$ cat config.mk
export PLATFORM = sky130hd
export DESIGN_NAME = calendar_date_step_counter_unit
export DESIGN_NICKNAME = d
export VERILOG_FILES = /design/src/rtl/cdsc_pkg.sv /design/src/rtl/cdsc_leap.sv /design/src/rtl/cdsc_step.sv /design/src/rtl/calendar_date_step_counter_unit.sv
export VERILOG_INCLUDE_DIRS = /design/src /design/src/rtl
export SDC_FILE = /design/constraint.sdc
export NUM_CORES = 1
export LEC_CHECK = 0
export ABC_AREA = 1
export BUFFER_PORTS_ARGS = -buffer_cell sky130_fd_sc_hd__buf_2
export CAP_MARGIN = 30
export CORE_MARGIN = 5
export CORE_UTILIZATION = 47
export CTS_CLUSTER_SIZE = 16
export DETAILED_ROUTE_END_ITERATION = 10
export PLACE_DENSITY = 0.75
export SLEW_MARGIN = 10
export SYNTH_ARGS = -nofsm -noshare
export SYNTH_HDL_FRONTEND = slang
export SYNTH_SLANG_ARGS = --single-unit
$ cat constraint.sdc
create_clock -name i_clk -period 11 [get_ports i_clk]
set_input_delay 0.55 -clock i_clk [delete_from_list [all_inputs] [get_ports i_clk]]
set_output_delay 0.55 -clock i_clk [all_outputs]
set_load 0.02 [all_outputs]
$ cat src/rtl/calendar_date_step_counter_unit_assert.svh
// Assertion macros shared by the calendar day counter RTL.
`ifndef CALENDAR_DATE_STEP_COUNTER_UNIT_ASSERT_SVH
`define CALENDAR_DATE_STEP_COUNTER_UNIT_ASSERT_SVH

// Check a property on the rising edge, ignored while reset is low.
`define CDSC_ASSERT(lbl, clk, rst_n, prop, msg) \
    lbl: assert property (@(posedge clk) disable iff (!rst_n) prop) else $error(msg);

// Check a property on the rising edge, reset cycles included.
`define CDSC_ASSERT_ALWAYS(lbl, clk, prop, msg) \
    lbl: assert property (@(posedge clk) prop) else $error(msg);

`endif

$ cat src/rtl/cdsc_pkg.sv
// Types, codes and month table for the calendar day counter.
package cdsc_pkg;

    typedef logic [1:0] t_op;
    typedef logic [1:0] t_status;

    localparam t_op OP_FWD  = 2'd0;
    localparam t_op OP_BACK = 2'd1;
    localparam t_op OP_LOAD = 2'd2;

    localparam t_status ST_OK       = 2'd0;
    localparam t_status ST_BAD_LOAD = 2'd1;
    localparam t_status ST_LIMIT    = 2'd2;

    localparam logic [3:0] MONTH_JAN = 4'd1;
    localparam logic [3:0] MONTH_FEB = 4'd2;
    localparam logic [3:0] MONTH_DEC = 4'd12;

    localparam logic [4:0] DAY_FIRST = 5'd1;
    localparam logic [4:0] DAY_LAST_DEC = 5'd31;

    // Multiplicative inverse of an odd number modulo 2^32 (Newton steps)
    function automatic logic [31:0] inv_odd(input logic [31:0] d);
        logic [31:0] x;
        x = d;
        for (int k = 0; k < 5; k++) begin
            x = x * (32'd2 - d * x);
        end
        return x;
    endfunction

    localparam logic [31:0] INV25 = inv_odd(32'd25);

    // Days in a month, given the leap flag of its year
    function automatic logic [4:0] month_len(input logic [3:0] m, input logic leap);
        logic [4:0] len;
        case (m) inside
            MONTH_FEB:                 len = leap ? 5'd29 : 5'd28;
            4'd4, 4'd6, 4'd9, 4'd11:   len = 5'd30;
            default:                   len = 5'd31;
        endcase
        return len;
    endfunction

endpackage

$ cat src/rtl/cdsc_leap.sv
// Gregorian leap-year test for one year value.
module cdsc_leap
    import cdsc_pkg::*;
#(
    parameter int YEAR_BITS = 14
) (
    input  logic [YEAR_BITS-1:0] i_year,
    output logic                 o_leap
);

    localparam logic [YEAR_BITS-1:0] Inv = INV25[YEAR_BITS-1:0];
    localparam int unsigned ThrInt = ((2 ** YEAR_BITS) - 1) / 25;
    localparam logic [YEAR_BITS-1:0] Thr = ThrInt[YEAR_BITS-1:0];

    logic [YEAR_BITS-1:0] w_prod;
    logic                 w_div25;

    // Divisible by 25 when the product with the inverse lands in the low range
    assign w_prod  = i_year * Inv;
    assign w_div25 = (w_prod <= Thr);

    // By 4, and not by 100 unless by 400 (by 100 = by 4 and 25, by 400 = by 16 and 25)
    assign o_leap = (i_year[1:0] == 2'd0) && (!w_div25 || (i_year[3:0] == 4'd0));

endmodule

$ cat src/rtl/cdsc_step.sv
// Next-date logic: one day forward, one day back, or a checked load.
module cdsc_step
    import cdsc_pkg::*;
#(
    parameter int YEAR_BITS = 14
) (
    input  t_op                  i_op,
    input  logic [4:0]           i_load_day,
    input  logic [3:0]           i_load_month,
    input  logic [YEAR_BITS-1:0] i_load_year,
    input  logic [4:0]           i_day,
    input  logic [3:0]           i_month,
    input  logic [YEAR_BITS-1:0] i_year,
    input  logic                 i_leap,
    input  logic                 i_leap_next,
    input  logic                 i_leap_prev,
    input  logic                 i_leap_load,
    output logic [4:0]           o_day,
    output logic [3:0]           o_month,
    output logic [YEAR_BITS-1:0] o_year,
    output logic                 o_leap,
    output t_status              o_status
);

    logic [3:0] w_month_prev;
    logic       w_load_ok;

    assign w_month_prev = i_month - 4'd1;

    // Accept a load only if it names a real date
    assign w_load_ok = (i_load_month >= MONTH_JAN) && (i_load_month <= MONTH_DEC) &&
                       (i_load_day >= DAY_FIRST) &&
                       (i_load_day <= month_len(i_load_month, i_leap_load));

    // Decode the operation and roll over at month and year ends
    always_comb begin
        o_day    = i_day;
        o_month  = i_month;
        o_year   = i_year;
        o_leap   = i_leap;
        o_status = ST_OK;
        unique case (i_op)
            OP_FWD: begin
                if (i_day < month_len(i_month, i_leap)) begin
                    o_day = i_day + 5'd1;
                end else if (i_month < MONTH_DEC) begin
                    o_day   = DAY_FIRST;
                    o_month = i_month + 4'd1;
                end else if (i_year != {YEAR_BITS{1'b1}}) begin
                    o_day   = DAY_FIRST;
                    o_month = MONTH_JAN;
                    o_year  = i_year + YEAR_BITS'(1);
                    o_leap  = i_leap_next;
                end else begin
                    o_status = ST_LIMIT;
                end
            end
            OP_BACK: begin
                if (i_day > DAY_FIRST) begin
                    o_day = i_day - 5'd1;
                end else if (i_month > MONTH_JAN) begin
                    o_month = w_month_prev;
                    o_day   = month_len(w_month_prev, i_leap);
                end else if (i_year != '0) begin
                    o_year  = i_year - YEAR_BITS'(1);
                    o_month = MONTH_DEC;
                    o_day   = DAY_LAST_DEC;
                    o_leap  = i_leap_prev;
                end else begin
                    o_status = ST_LIMIT;
                end
            end
            OP_LOAD: begin
                if (w_load_ok) begin
                    o_day   = i_load_day;
                    o_month = i_load_month;
                    o_year  = i_load_year;
                    o_leap  = i_leap_load;
                end else begin
                    o_status = ST_BAD_LOAD;
                end
            end
            default: begin
                o_status = ST_OK;
            end
        endcase
    end

endmodule

$ cat src/rtl/calendar_date_step_counter_unit.sv
// Top level of the Gregorian calendar day counter.
//
//   channel  | handshake          | word
//   ---------+--------------------+---------------------------------------------
//   in       | i_valid / o_ready  | i_op, i_load_day, i_load_month, i_load_year
//   out      | o_valid / i_ready  | o_cur_day, o_cur_month, o_cur_year,
//            |                    | o_leap_flag, o_status
//
// One word per cycle sustained while i_ready stays high; an accepted word
// passes through the input register, then the date and status registers.
// The next-date logic and three leap tests sit between the input register and
// the date registers. Reset sets 1 January of year 0 and empties both stages.
// A stalled output holds its word while one more input word waits in the
// input register.
module calendar_date_step_counter_unit
    import cdsc_pkg::*;
#(
    parameter int YEAR_BITS = 14
) (
    input  logic                 i_clk,
    input  logic                 i_rst_n,
    input  logic                 i_valid,
    output logic                 o_ready,
    input  logic [1:0]           i_op,
    input  logic [4:0]           i_load_day,
    input  logic [3:0]           i_load_month,
    input  logic [YEAR_BITS-1:0] i_load_year,
    output logic                 o_valid,
    input  logic                 i_ready,
    output logic [4:0]           o_cur_day,
    output logic [3:0]           o_cur_month,
    output logic [YEAR_BITS-1:0] o_cur_year,
    output logic                 o_leap_flag,
    output logic [1:0]           o_status
);

`include "calendar_date_step_counter_unit_assert.svh"

    // Input register
    logic                 r_in_valid;
    t_op                  r_op;
    logic [4:0]           r_load_day;
    logic [3:0]           r_load_month;
    logic [YEAR_BITS-1:0] r_load_year;

    // Date state, doubles as the output word
    logic                 r_out_valid;
    logic [4:0]           r_day;
    logic [3:0]           r_month;
    logic [YEAR_BITS-1:0] r_year;
    logic                 r_leap;
    t_status              r_status;

    logic [4:0]           n_day;
    logic [3:0]           n_month;
    logic [YEAR_BITS-1:0] n_year;
    logic                 n_leap;
    t_status              n_status;

    logic                 w_adv;
    logic                 w_in_ready;
    logic                 w_leap_next;
    logic                 w_leap_prev;
    logic                 w_leap_load;
    logic [YEAR_BITS-1:0] w_year_next;
    logic [YEAR_BITS-1:0] w_year_prev;

    // Move a word into the date registers when the output slot frees up
    assign w_adv      = r_in_valid && (!r_out_valid || i_ready);
    assign w_in_ready = !r_in_valid || w_adv;
    assign o_ready    = w_in_ready;

    assign w_year_next = r_year + YEAR_BITS'(1);
    assign w_year_prev = r_year - YEAR_BITS'(1);

    cdsc_leap #(.YEAR_BITS(YEAR_BITS)) u_leap_next (
        .i_year (w_year_next),
        .o_leap (w_leap_next)
    );

    cdsc_leap #(.YEAR_BITS(YEAR_BITS)) u_leap_prev (
        .i_year (w_year_prev),
        .o_leap (w_leap_prev)
    );

    cdsc_leap #(.YEAR_BITS(YEAR_BITS)) u_leap_load (
        .i_year (r_load_year),
        .o_leap (w_leap_load)
    );

    cdsc_step #(.YEAR_BITS(YEAR_BITS)) u_step (
        .i_op         (r_op),
        .i_load_day   (r_load_day),
        .i_load_month (r_load_month),
        .i_load_year  (r_load_year),
        .i_day        (r_day),
        .i_month      (r_month),
        .i_year       (r_year),
        .i_leap       (r_leap),
        .i_leap_next  (w_leap_next),
        .i_leap_prev  (w_leap_prev),
        .i_leap_load  (w_leap_load),
        .o_day        (n_day),
        .o_month      (n_month),
        .o_year       (n_year),
        .o_leap       (n_leap),
        .o_status     (n_status)
    );

    // Control and date state
    always_ff @(posedge i_clk) begin
        if (!i_rst_n) begin
            r_in_valid  <= 1'b0;
            r_out_valid <= 1'b0;
            r_day       <= DAY_FIRST;
            r_month     <= MONTH_JAN;
            r_year      <= '0;
            r_leap      <= 1'b1;
        end else begin
            if (w_in_ready) begin
                r_in_valid <= i_valid;
            end
            if (w_adv) begin
                r_out_valid <= 1'b1;
                r_day       <= n_day;
                r_month     <= n_month;
                r_year      <= n_year;
                r_leap      <= n_leap;
            end else if (i_ready) begin
                r_out_valid <= 1'b0;
            end
        end
    end

    // Capture the input word and the result status
    always_ff @(posedge i_clk) begin
        if (w_in_ready && i_valid) begin
            r_op         <= i_op;
            r_load_day   <= i_load_day;
            r_load_month <= i_load_month;
            r_load_year  <= i_load_year;
        end
        if (w_adv) begin
            r_status <= n_status;
        end
    end

    assign o_valid     = r_out_valid;
    assign o_cur_day   = r_day;
    assign o_cur_month = r_month;
    assign o_cur_year  = r_year;
    assign o_leap_flag = r_leap;
    assign o_status    = r_status;

    // Checks
    `CDSC_ASSERT_ALWAYS(a_reset_date, i_clk,
        !i_rst_n |=> (r_day == DAY_FIRST && r_month == MONTH_JAN && r_year == '0 && r_leap),
        "reset date is not 1 January of year 0")
    `CDSC_ASSERT(a_valid_date, i_clk, i_rst_n,
        (r_month >= MONTH_JAN && r_month <= MONTH_DEC && r_day >= DAY_FIRST &&
         r_day <= month_len(r_month, r_leap)),
        "stored date is not a real date")
    `CDSC_ASSERT(a_hold_on_fault, i_clk, i_rst_n,
        (w_adv && n_status != ST_OK) |=>
            ($stable(r_day) && $stable(r_month) && $stable(r_year)),
        "date changed on a refused word")

endmodule
==> results of run 1 <==
synth_stat cells (4+ instances only):
cell type / instances
or2_2: 4
nand3_1: 62
nor3_1: 9
a211oi_2: 9
nand2_2: 5
nand3b_1: 5
buf_2: 5
edfxtp_1: 27
buf_6: 5
clkbuf_1: 10
a21oi_1: 47
nand4_1: 18
a31oi_1: 5
ha_1: 134
inv_2: 7
o21ai_0: 46
inv_1: 196
fa_1: 31
nor2_1: 62
dfxtp_1: 26
xor2_1: 18
o22ai_1: 5
o211ai_1: 6
nand2_1: 192
xnor2_1: 12
nor2_2: 5
registers in the layout, indices dropped and copies added, names as in the netlist:
| name | flops |
|---|---|
| o_status | 2 |
| o_leap_flag | 1 |
| r_load_month | 4 |
| r_load_day | 5 |
| o_cur_year | 14 |
| r_load_year | 14 |
| o_valid | 1 |
| o_cur_month | 4 |
| r_in_valid | 1 |
| o_cur_day | 5 |
| r_op | 2 |
power breakdown:
group          switching (uW)  leakage (uW)  internal (uW)
clock                    72.0     0.0000704           85.6
sequential               21.5      0.000475            220
combinational             751       0.00375            514
logic make-up (layout without fill, tap and decap cells):
kind of cell             Yosys count  after routing  share of synthesized area (%)
AND/OR/NAND/NOR                  376            376                           22.9
buffers and inverters            228            271                           12.2
adder cells (fa/ha/maj)          165            165                           31.0
AO/OA/AOI/OAI                    144            144                           12.1
flip-flops                        53             53                           18.0
XOR/XNOR                          31             31                           3.77
path summary, 6_finish.rpt:
| check | start | end | slack, ns | depth (start not counted) |
|---|---|---|---|---|
| worst max-delay path | r_load_year[0] | o_cur_year[13] | 5.29 | 26 |
| worst min-delay path | i_op[0] | r_op[0] | 0.43 | 1 |
| worst max register to register | r_load_year[0] | o_cur_year[13] | 5.29 | 26 |
| worst min register to register | r_in_valid | o_valid | 0.52 | 2 |
final cells by class:
class / count / area share, %
multi-input combinational: 716 / 64.6
sequential: 53 / 16.6
inverter: 206 / 9.70
timing repair buffer: 57 / 3.85
tap: 211 / 3.30
clock buffer: 5 / 1.56
clock inverter: 3 / 0.313
critical path: stages, from the launching register on:
cell and delay, ns:
edfxtp_1 0.50, fa_1 0.51, ha_1 0.30, ha_1 0.28
inv_1 0.05, fa_1 0.50, fa_1 0.54, inv_1 0.04
ha_1 0.33, inv_1 0.06, o311ai_0 0.46, nand3_1 0.13
nand3_1 0.12, nand2_1 0.08, a211oi_1 0.22, ha_1 0.15
a21boi_0 0.09, nand4_1 0.10, nand3b_1 0.08, nand2_1 0.08
nand2_1 0.08, nor2_1 0.24, nand2_4 0.11, inv_4 0.24
nor2_1 0.07, a21oi_1 0.13, nor2_1 0.05
routing by layer:
| layer | share of wire, % | GRT usage, % |
|---|---|---|
| met5 | 0 | 0 |
| met4 | 2.1 | 5.10 |
| met3 | 5.9 | 2.64 |
| met2 | 48 | 35.7 |
| met1 | 44 | 26.2 |
metrics by stage:
stage / instance area [um^2] / hold WS, ns / power [uW]
after global placement: 7820 / 0.478 / 1470
after floorplan: 7410 / 0.461 / 1240
after detailed placement: 7820 / 0.501 / 1500
final: 8000 / 0.430 / 1660
after CTS: 7970 / 0.426 / 1670
after global routing: 8000 / 0.419 / 1880
==> results.md, run 1 <==
- Outcome: completed
- Vias: between 6000 and 7000
- Post-CTS Setup Inserts: 0
- Worst min path class: primary input to flip-flop
- Die area: 18400 um^2
- Initial antenna violation count: 0
- RSZ-0062 raised after global routing: false
- Register area: around 1300 um^2
- Post_cts resized: 0
- Global-route wire length before repair: about 31 mm
- I/O pin cnt: 57
- Vias/cell: roughly 5.3
- Crit path required time: 11.16 ns
- Top-area cell type share of the netlist area: 22.6%
- # DRC: 0
- Reg clk slew, reported paths: 0.07 ns
- Die W: 136 um
- Clk Latency, worst-skew pair: 0.29 ns
- Worst-case clock buffer depth: 2
- Die Y: ~140 um
- Core Box Area: 15300 um^2
- Fin Setup TNS: 0 ns
- Tmin final: 5.71 ns
- Num Clock Sinks: 53
- Filler cells: 1478
- Fraction of registers with async set/reset: 0%
- Slew Viols, Final: 0
- Maximum vdd drop: 0.000158 V
- Most frequent cells in the layout: inv_1, nand2_1, ha_1
- Multi-input combinational cell area: 5170 um^2
- Place WS: 5.33 ns
- Library cells used by synthesis: 54
- Post-synth EDFFs: 27
- CTS hold repair buffers: 0
- Hold Violations, Final: 0
- Sequential fraction of the synthesis area: between 10% and 20%
- Largest fanout on the critical path: 26
- Fmax: 175 MHz
- GRT Total Usage: approximately a fifth
- Vias in the first global route: 6450
- Most common cell after layout, fill and taps aside: inv_1
- Yosys warns: 0
- Post-Route WL: 18.4 mm
- Std cell rows: 45
- Iter 0 DRT Violations: about 440
- Crit Path Class: flip-flop to flip-flop
- DRT Pass-1 Iters: 5
- Number of synthesized register bits: 53
- Maxcap violations: 0
- CP Data Arrival Time: just under 6 ns
- Grt ovf: 0
- Post-DP HPWL: between 15 and 20 mm
- Fin crit share: 51.9%
- Final setup viols: 0
- Mean Syn Cell Area: 7.43 um^2
- Cell Area, Synth: around 7400 um^2
- Fin cells: around 1300
- CTS root buf: clkbuf_16
- IO Port Bufs: 56
- Setup Skew: 0.00746 ns
- Largest net degree at the start of global routing: 28
- Slew HR: 42.3%
- Worst Max-Slew Pin Slew: around 0.87 ns
- Critical Path Source Type: flip-flop
- Inst Count DP: 1242
- Layout cell share with drive strength beyond 1: 10.8%
- Routability cong.: 0.911
- Synth area leaders: ha_1, edfxtp_1, inv_1, nand2_1, fa_1
- DR WL/cell: 14.7 um
- Pleak: 0.00430 uW
- Initial core utilization: 48.4%
- # diodes: 0
- Antenna-violating nets left: 0
- Cell accounting for the most synthesized area: ha_1
- Syn_nets: 1191
- Crit end category: flip-flop
- Post-Syn Instances: roughly 1000
- Final Util: 52.2%
- CTS buffer count: 5
- Nets: around 1200
- Pwr Density: 208 nW/um^2
- Post-synth top flop: edfxtp_1
- Setup ws final: between 5 and 6 ns
- H-tree depth: 2
- CTS tree: done
- Area Overhead vs Synth: 7.97%
No activity file was read; power rests on OpenSTA's default activity.
==> inputs of run 2 (changes only) <==
clock period = 5.35 ns   (was 11 ns; I/O delays follow)
==> results.md, run 2 (same netlist as run 1, synthesis figures left out) <==
- Crit Path Class: flip-flop to flip-flop
- Tmin final: 5.22 ns (-0.486 ns)
- Tot Pwr: 3520 uW (+110%)
- Worst min path class: primary input to flip-flop
- Fmax: 191 MHz (+9.3%)
- Slew HR: 44.9% (+2.6 points)
- Crit end category: flip-flop
- WP buf/inv: 5 (+1)
- Setup Skew: 0.00419 ns (-0.00327 ns)
- Core Box Area: 15300 um^2 (unchanged)
- Worst reg2reg path endpoint: o_cur_month[0]
- Maximum vdd drop: 0.000348 V (+120%)
- Stages on worst setup path: 28 (+7.7%)
- Hold Violations, Final: 0 (unchanged)
- Initial antenna violation count: 0 (unchanged)
- H-tree depth: 2 (unchanged)
- Area Overhead vs Synth: 12.8%
- Iter 0 DRT Violations: 418 (-4.8%)
- Worst Max-Slew Pin Slew: 0.827 ns (-0.0389 ns)
- Largest net degree at the start of global routing: 28 (unchanged)
- DR WL/cell: 14.5 um (-1.6%)
- Final setup viols: 0 (unchanged)
- Critical Path Source Type: flip-flop
- CP Data Arrival Time: 5.44 ns (-0.43 ns)
- Slew Viols, Final: 0 (unchanged)
- CP top delay family: adder cells
- IO Port Bufs: 56 (unchanged)
- Vias: 6762 (+2.1%)
- Layout cell share with drive strength beyond 1: 15.5% (+4.7 points)
- Hold WS: 0.150 ns (-0.280 ns)
- Critical path launch point: r_load_year[1]
- Clock network fraction of total power: 10.1% (+0.6 points)
- Worst Reg-to-Reg Cells: 28 (+7.7%)
- Fin Setup TNS: 0 ns (unchanged)
- Initial core utilization: 48.4% (unchanged)
- CTS tree: done
- Sw Pwr: 1750 uW (+110%)
- Vias/cell: 5.30 (+0.22%)
- Post-route cell area: 8350 um^2 (+4.4%)
- Worst setup endpoint: o_cur_month[0]
- Area of placed instances: 7990 um^2 (+2.1%)
- Reg2Reg Setup Slack: 0.13 ns (-5.16 ns)
- Most frequent cells in the layout: inv_1, nand2_1, ha_1
- Vias in the first global route: 6420 (-0.47%)
- # diodes: 0 (unchanged)
- Largest fanout on the critical path: 8 (-69%)
- Global-route wire length before repair: 30.4 mm (-0.41%)
- Num Clock Sinks: 53 (unchanged)
- Nets: 1257 (+1.9%)
- Pwr Density: 422 nW/um^2 (+100%)
- Pleak: 0.00446 uW (+3.8%)
- Antenna-violating nets left: 0 (unchanged)
- Fin cells: 1275 (+1.9%)
- Outcome: completed
- Worst-case clock buffer depth: 2 (unchanged)
- # DRC: 0 (unchanged)
- CTS buffer count: 5 (unchanged)
- Most common cell after layout, fill and taps aside: inv_1
- CTS root buf: clkbuf_16
- Maxcap violations: 0 (unchanged)
- Fin crit share: 97.6% (+46 points)
- Crit path required time: 5.57 ns (-5.59 ns)
- Slowest cell delay on critical path: 0.50 ns (-0.04 ns)
- GRT Total Usage: 20.1% (-0.13 points)
- Die area: 18400 um^2 (unchanged)
- Routability cong.: 0.933 (+2.4%)
- RSZ-0062 raised after global routing: true
- Cell internal pwr: 1780 uW (+120%)
- Comb pwr share: 75.9% (about the same)
- Std cell rows: 45 (unchanged)
- Clk Latency, worst-skew pair: 0.29 ns (about the same)
- Reg-to-reg startpoint: r_load_year[1]
- Post-Route WL: 18.5 mm (+0.30%)
- I/O pin cnt: 57 (unchanged)
- Die Y: 136 um (unchanged)
- Slowest-stage cell, CP: fa_1
- Sw frac: 49.6% (-1.1 points)
- DRT Pass-1 Iters: 7 (+2)
- Post-DP HPWL: 15.0 mm (-0.90%)
- Grt ovf: 0 (unchanged)
- Seq pwr share: 13.9% (-0.6 points)
- Reg clk slew, reported paths: 0.07 ns (about the same)
- Die W: 136 um (unchanged)
- Inst Count DP: 1264 (+1.8%)
==> run 2: cell types whose count changed in the layout (fill, tap and decap cells not counted), moves of 4 or more <==
cell and change:
o21ai_1 +5, inv_1 -4, o21ai_0 -8, nor2_1 -6
buf_4 +22
==> run 2: repair_timing <==
action,CTS,global route
resized for setup,6,43
setup endpoints to repair,20,24
hold buffers,0,0
gates cloned,0,0
buffers inserted,2,1
pin swaps,3,26
==> run 2: final cells by class <==
class	instances	area (um^2)
Fill cell	1454	6960
Multi-Input combinational cell	716	5310
Sequential cell	53	1330
Inverter	206	783
Timing Repair Buffer	81	495
Tap cell	211	264
Clock buffer	8	169
==> run 2: through the flow <==
| stage | setup slack, ns | util (%) |
|---|---|---|
| 2_1_floorplan | 0.174 | - |
| 3_3_place_gp | -0.0586 | 52.1 |
| 3_5_place_dp | -0.162 | 52.1 |
| 4_1_cts | 0.0132 | 53.5 |
| 5_1_grt | -0.191 | 54.6 |
| 6_report | 0.127 | 54.6 |
==> run 2: worst min path at each step <==
stage                   startpoint             end  slack [ns]  cells past startpoint
floorplan            i_load_day[0]   r_load_day[0]        0.37                      0
global placement    i_load_year[6]  r_load_year[6]        0.44                      1
detailed placement         i_op[1]         r_op[1]        0.45                      1
CTS                 i_load_year[9]  r_load_year[9]        0.15                      1
global route         i_load_day[4]   r_load_day[4]        0.14                      1
finish               i_load_day[0]   r_load_day[0]        0.15                      1
==> run 2: layer usage <==
layer / wire length, um / global-route usage (%) / vias to the layer above
met5: 0 / 0 / -
met4: 801 / 8.34 / 0
met3: 966 / 2.67 / 58
met2: 8710 / 33.9 / 214
met1: 8000 / 26.0 / 3102
li1: - / - / 3388
==> run 2: power by group through the flow <==
stage               Clock [uW]  Combinational (uW)  Sequential [uW]
floorplan                    0                2060              498
global placement             0                2500              498
detailed placement           0                2580              498
CTS                        359                2620              489
global route               375                3140              495
finish                     357                2680              491
==> run 2: worst reg2reg max path, delay by kind of cell, from the launching register on <==
family | cells | cell delay [ns]
simple gates | 11 | 1.29
compound gates | 5 | 0.50
flops | 1 | 0.39
buf+inv | 5 | 0.40
fa+ha+maj | 7 | 2.56
==> inputs of run 3 (changes only) <==
CTS_BUF_LIST = sky130_fd_sc_hd__clkbuf_8   (was default)
==> results.md, run 3 (same netlist as run 1, synthesis figures left out) <==
- Setup Skew: 0.0130 ns (+0.00879 ns)
- Vias in the first global route: 6473 (+0.83%)
- Fin Setup TNS: 0 ns (unchanged)
- Die Y: 136 um (unchanged)
- Critical Path Source Type: flip-flop
- # DRC: 0 (unchanged)
- Outcome: completed
- H-tree depth: 2 (unchanged)
- Pleak: 0.00443 uW (-0.54%)
- Post-DP HPWL: 15.0 mm (unchanged)
- Die W: 136 um (unchanged)
- Std cell rows: 45 (unchanged)
- Nets: 1257 (unchanged)
- Final Util: 54.2% (-0.31 points)
- DR WL/cell: 14.5 um (+0.36%)
- Largest net degree at the start of global routing: 28 (unchanged)
- Hold Violations, Final: 0 (unchanged)
- Grt ovf: 0 (unchanged)
- Final setup viols: 0 (unchanged)
- Crit-path most repeated cell: ha_1
- Area of placed instances: 7990 um^2 (unchanged)
- # diodes: 0 (unchanged)
- Fin cells: 1275 (unchanged)
- Fmax: 194 MHz (+1.5%)
- Pwr Density: 417 nW/um^2 (-1.2%)
- Crit path required time: 5.53 ns (-0.04 ns)
- CTS root buf: clkbuf_8
- Maximum vdd drop: 0.000348 V (-0.25%)
- Die area: 18400 um^2 (unchanged)
- Post-Route WL: 18.5 mm (+0.36%)
- Most frequent cells in the layout: inv_1, nand2_1, ha_1
- I/O pin cnt: 57 (unchanged)
- Worst-case clock buffer depth: 2 (unchanged)
- Tmin final: 5.15 ns (-0.0762 ns)
- CTS buffer count: 5 (unchanged)
- CP Data Arrival Time: 5.33 ns (-0.11 ns)
- DRT Pass-1 Iters: 5 (-2)
- Crit Path Class: flip-flop to flip-flop
- Area Overhead vs Synth: 12.1%
- Clk Latency, worst-skew pair: 0.31 ns (+0.02 ns)
- Worst min path class: primary input to flip-flop
- Filler cells: 1458 (+0.28%)
- IO Port Bufs: 56 (unchanged)
- Post-route cell area: 8310 um^2 (-0.57%)
- Multi-input combinational cell area: 5310 um^2 (about the same)
- Vias: 6756 (-0.089%)
- Antenna-violating nets left: 0 (unchanged)
- Fin crit share: 96.2% (-1.4 points)
- RSZ-0062 raised after global routing: true
- Core Box Area: 15300 um^2 (unchanged)
- Worst Max-Slew Pin Slew: 0.869 ns (+0.0420 ns)
- Initial antenna violation count: 0 (unchanged)
- Largest fanout on the critical path: 5 (-3)
- Reg clk slew, reported paths: 0.10 ns (+0.03 ns)
- Layout cell share with drive strength beyond 1: 15.9% (+0.38 points)
- Slowest cell delay on critical path: 0.50 ns (about the same)
- Most common cell after layout, fill and taps aside: inv_1
- Register area: 1330 um^2 (unchanged)
- Iter 0 DRT Violations: 380 (-9.1%)
- Num Clock Sinks: 53 (unchanged)
- Vias/cell: 5.30 (about the same)
- Slew HR: 42.1% (-2.8 points)
- Slew Viols, Final: 0 (unchanged)
- CTS tree: done
- Global-route wire length before repair: 30.4 mm (about the same)
- Routability cong.: 0.933 (unchanged)
- Maxcap violations: 0 (unchanged)
- GRT Total Usage: 20.1% (about the same)
- Inst Count DP: 1264 (unchanged)
- Slowest-stage cell, CP: fa_1
- Crit end category: flip-flop
- Initial core utilization: 48.4% (unchanged)
## run 3: report_power, final
group | leakage, uW | internal (uW) | total [uW] | switching, uW
Combinational | 0.00390 | 1110 | 2690 | 1580
Sequential | 0.000475 | 452 | 491 | 38.1
Clock | 0.0000626 | 151 | 284 | 133
Total | 0.00443 | 1710 | 3460 | 1750
## run 3: area by class of cell
type / instances / share of cell area (%)
timing repair buffer: 81 / 6.01
multi-input combinational: 716 / 64.0
sequential: 53 / 16.0
inverter: 206 / 9.43
tap: 211 / 3.18
clock buffer: 6 / 0.994
clock inverter: 2 / 0.407
## run 3: worst paths after layout
path	from	end	slack (ns)	cells after the start
worst max-delay path	r_load_year[1]	o_cur_year[13]	0.20	29
worst max register to register	r_load_year[1]	o_cur_year[13]	0.20	29
worst min-delay path	i_load_year[9]	r_load_year[9]	0.13	1
worst min register to register	r_in_valid	o_valid	0.53	2
## run 3: layer usage
metal	vias to the layer above	wire [um]	track usage, %
li1	3386	-	-
met1	3085	7880	26.1
met2	228	8730	33.6
met3	57	1110	2.60
met4	0	816	8.96
met5	-	0	0
## run 3: repair_timing
item	4_1_cts	5_1_grt
pin swaps	2	25
hold buffers	0	0
setup endpoints to repair	19	24
buffers inserted	2	1
resized for setup	6	48
## run 3: stage by stage
stage	hold WS [ns]	power (uW)	worst slack, ns
2_1_floorplan	0.366	2560	0.174
3_3_place_gp	0.445	3000	-0.0586
3_5_place_dp	0.446	3080	-0.162
4_1_cts	0.122	3400	0.00428
5_1_grt	0.115	3950	-0.108
6_report	0.127	3460	0.203
## run 3: worst max-delay path, delay by kind of cell (launching register included)
kind            cells  cell delay, ns
buf+inv             6            0.59
simple gates       11            1.05
flops               1            0.44
compound gates      5            0.69
fa+ha+maj           7            2.23
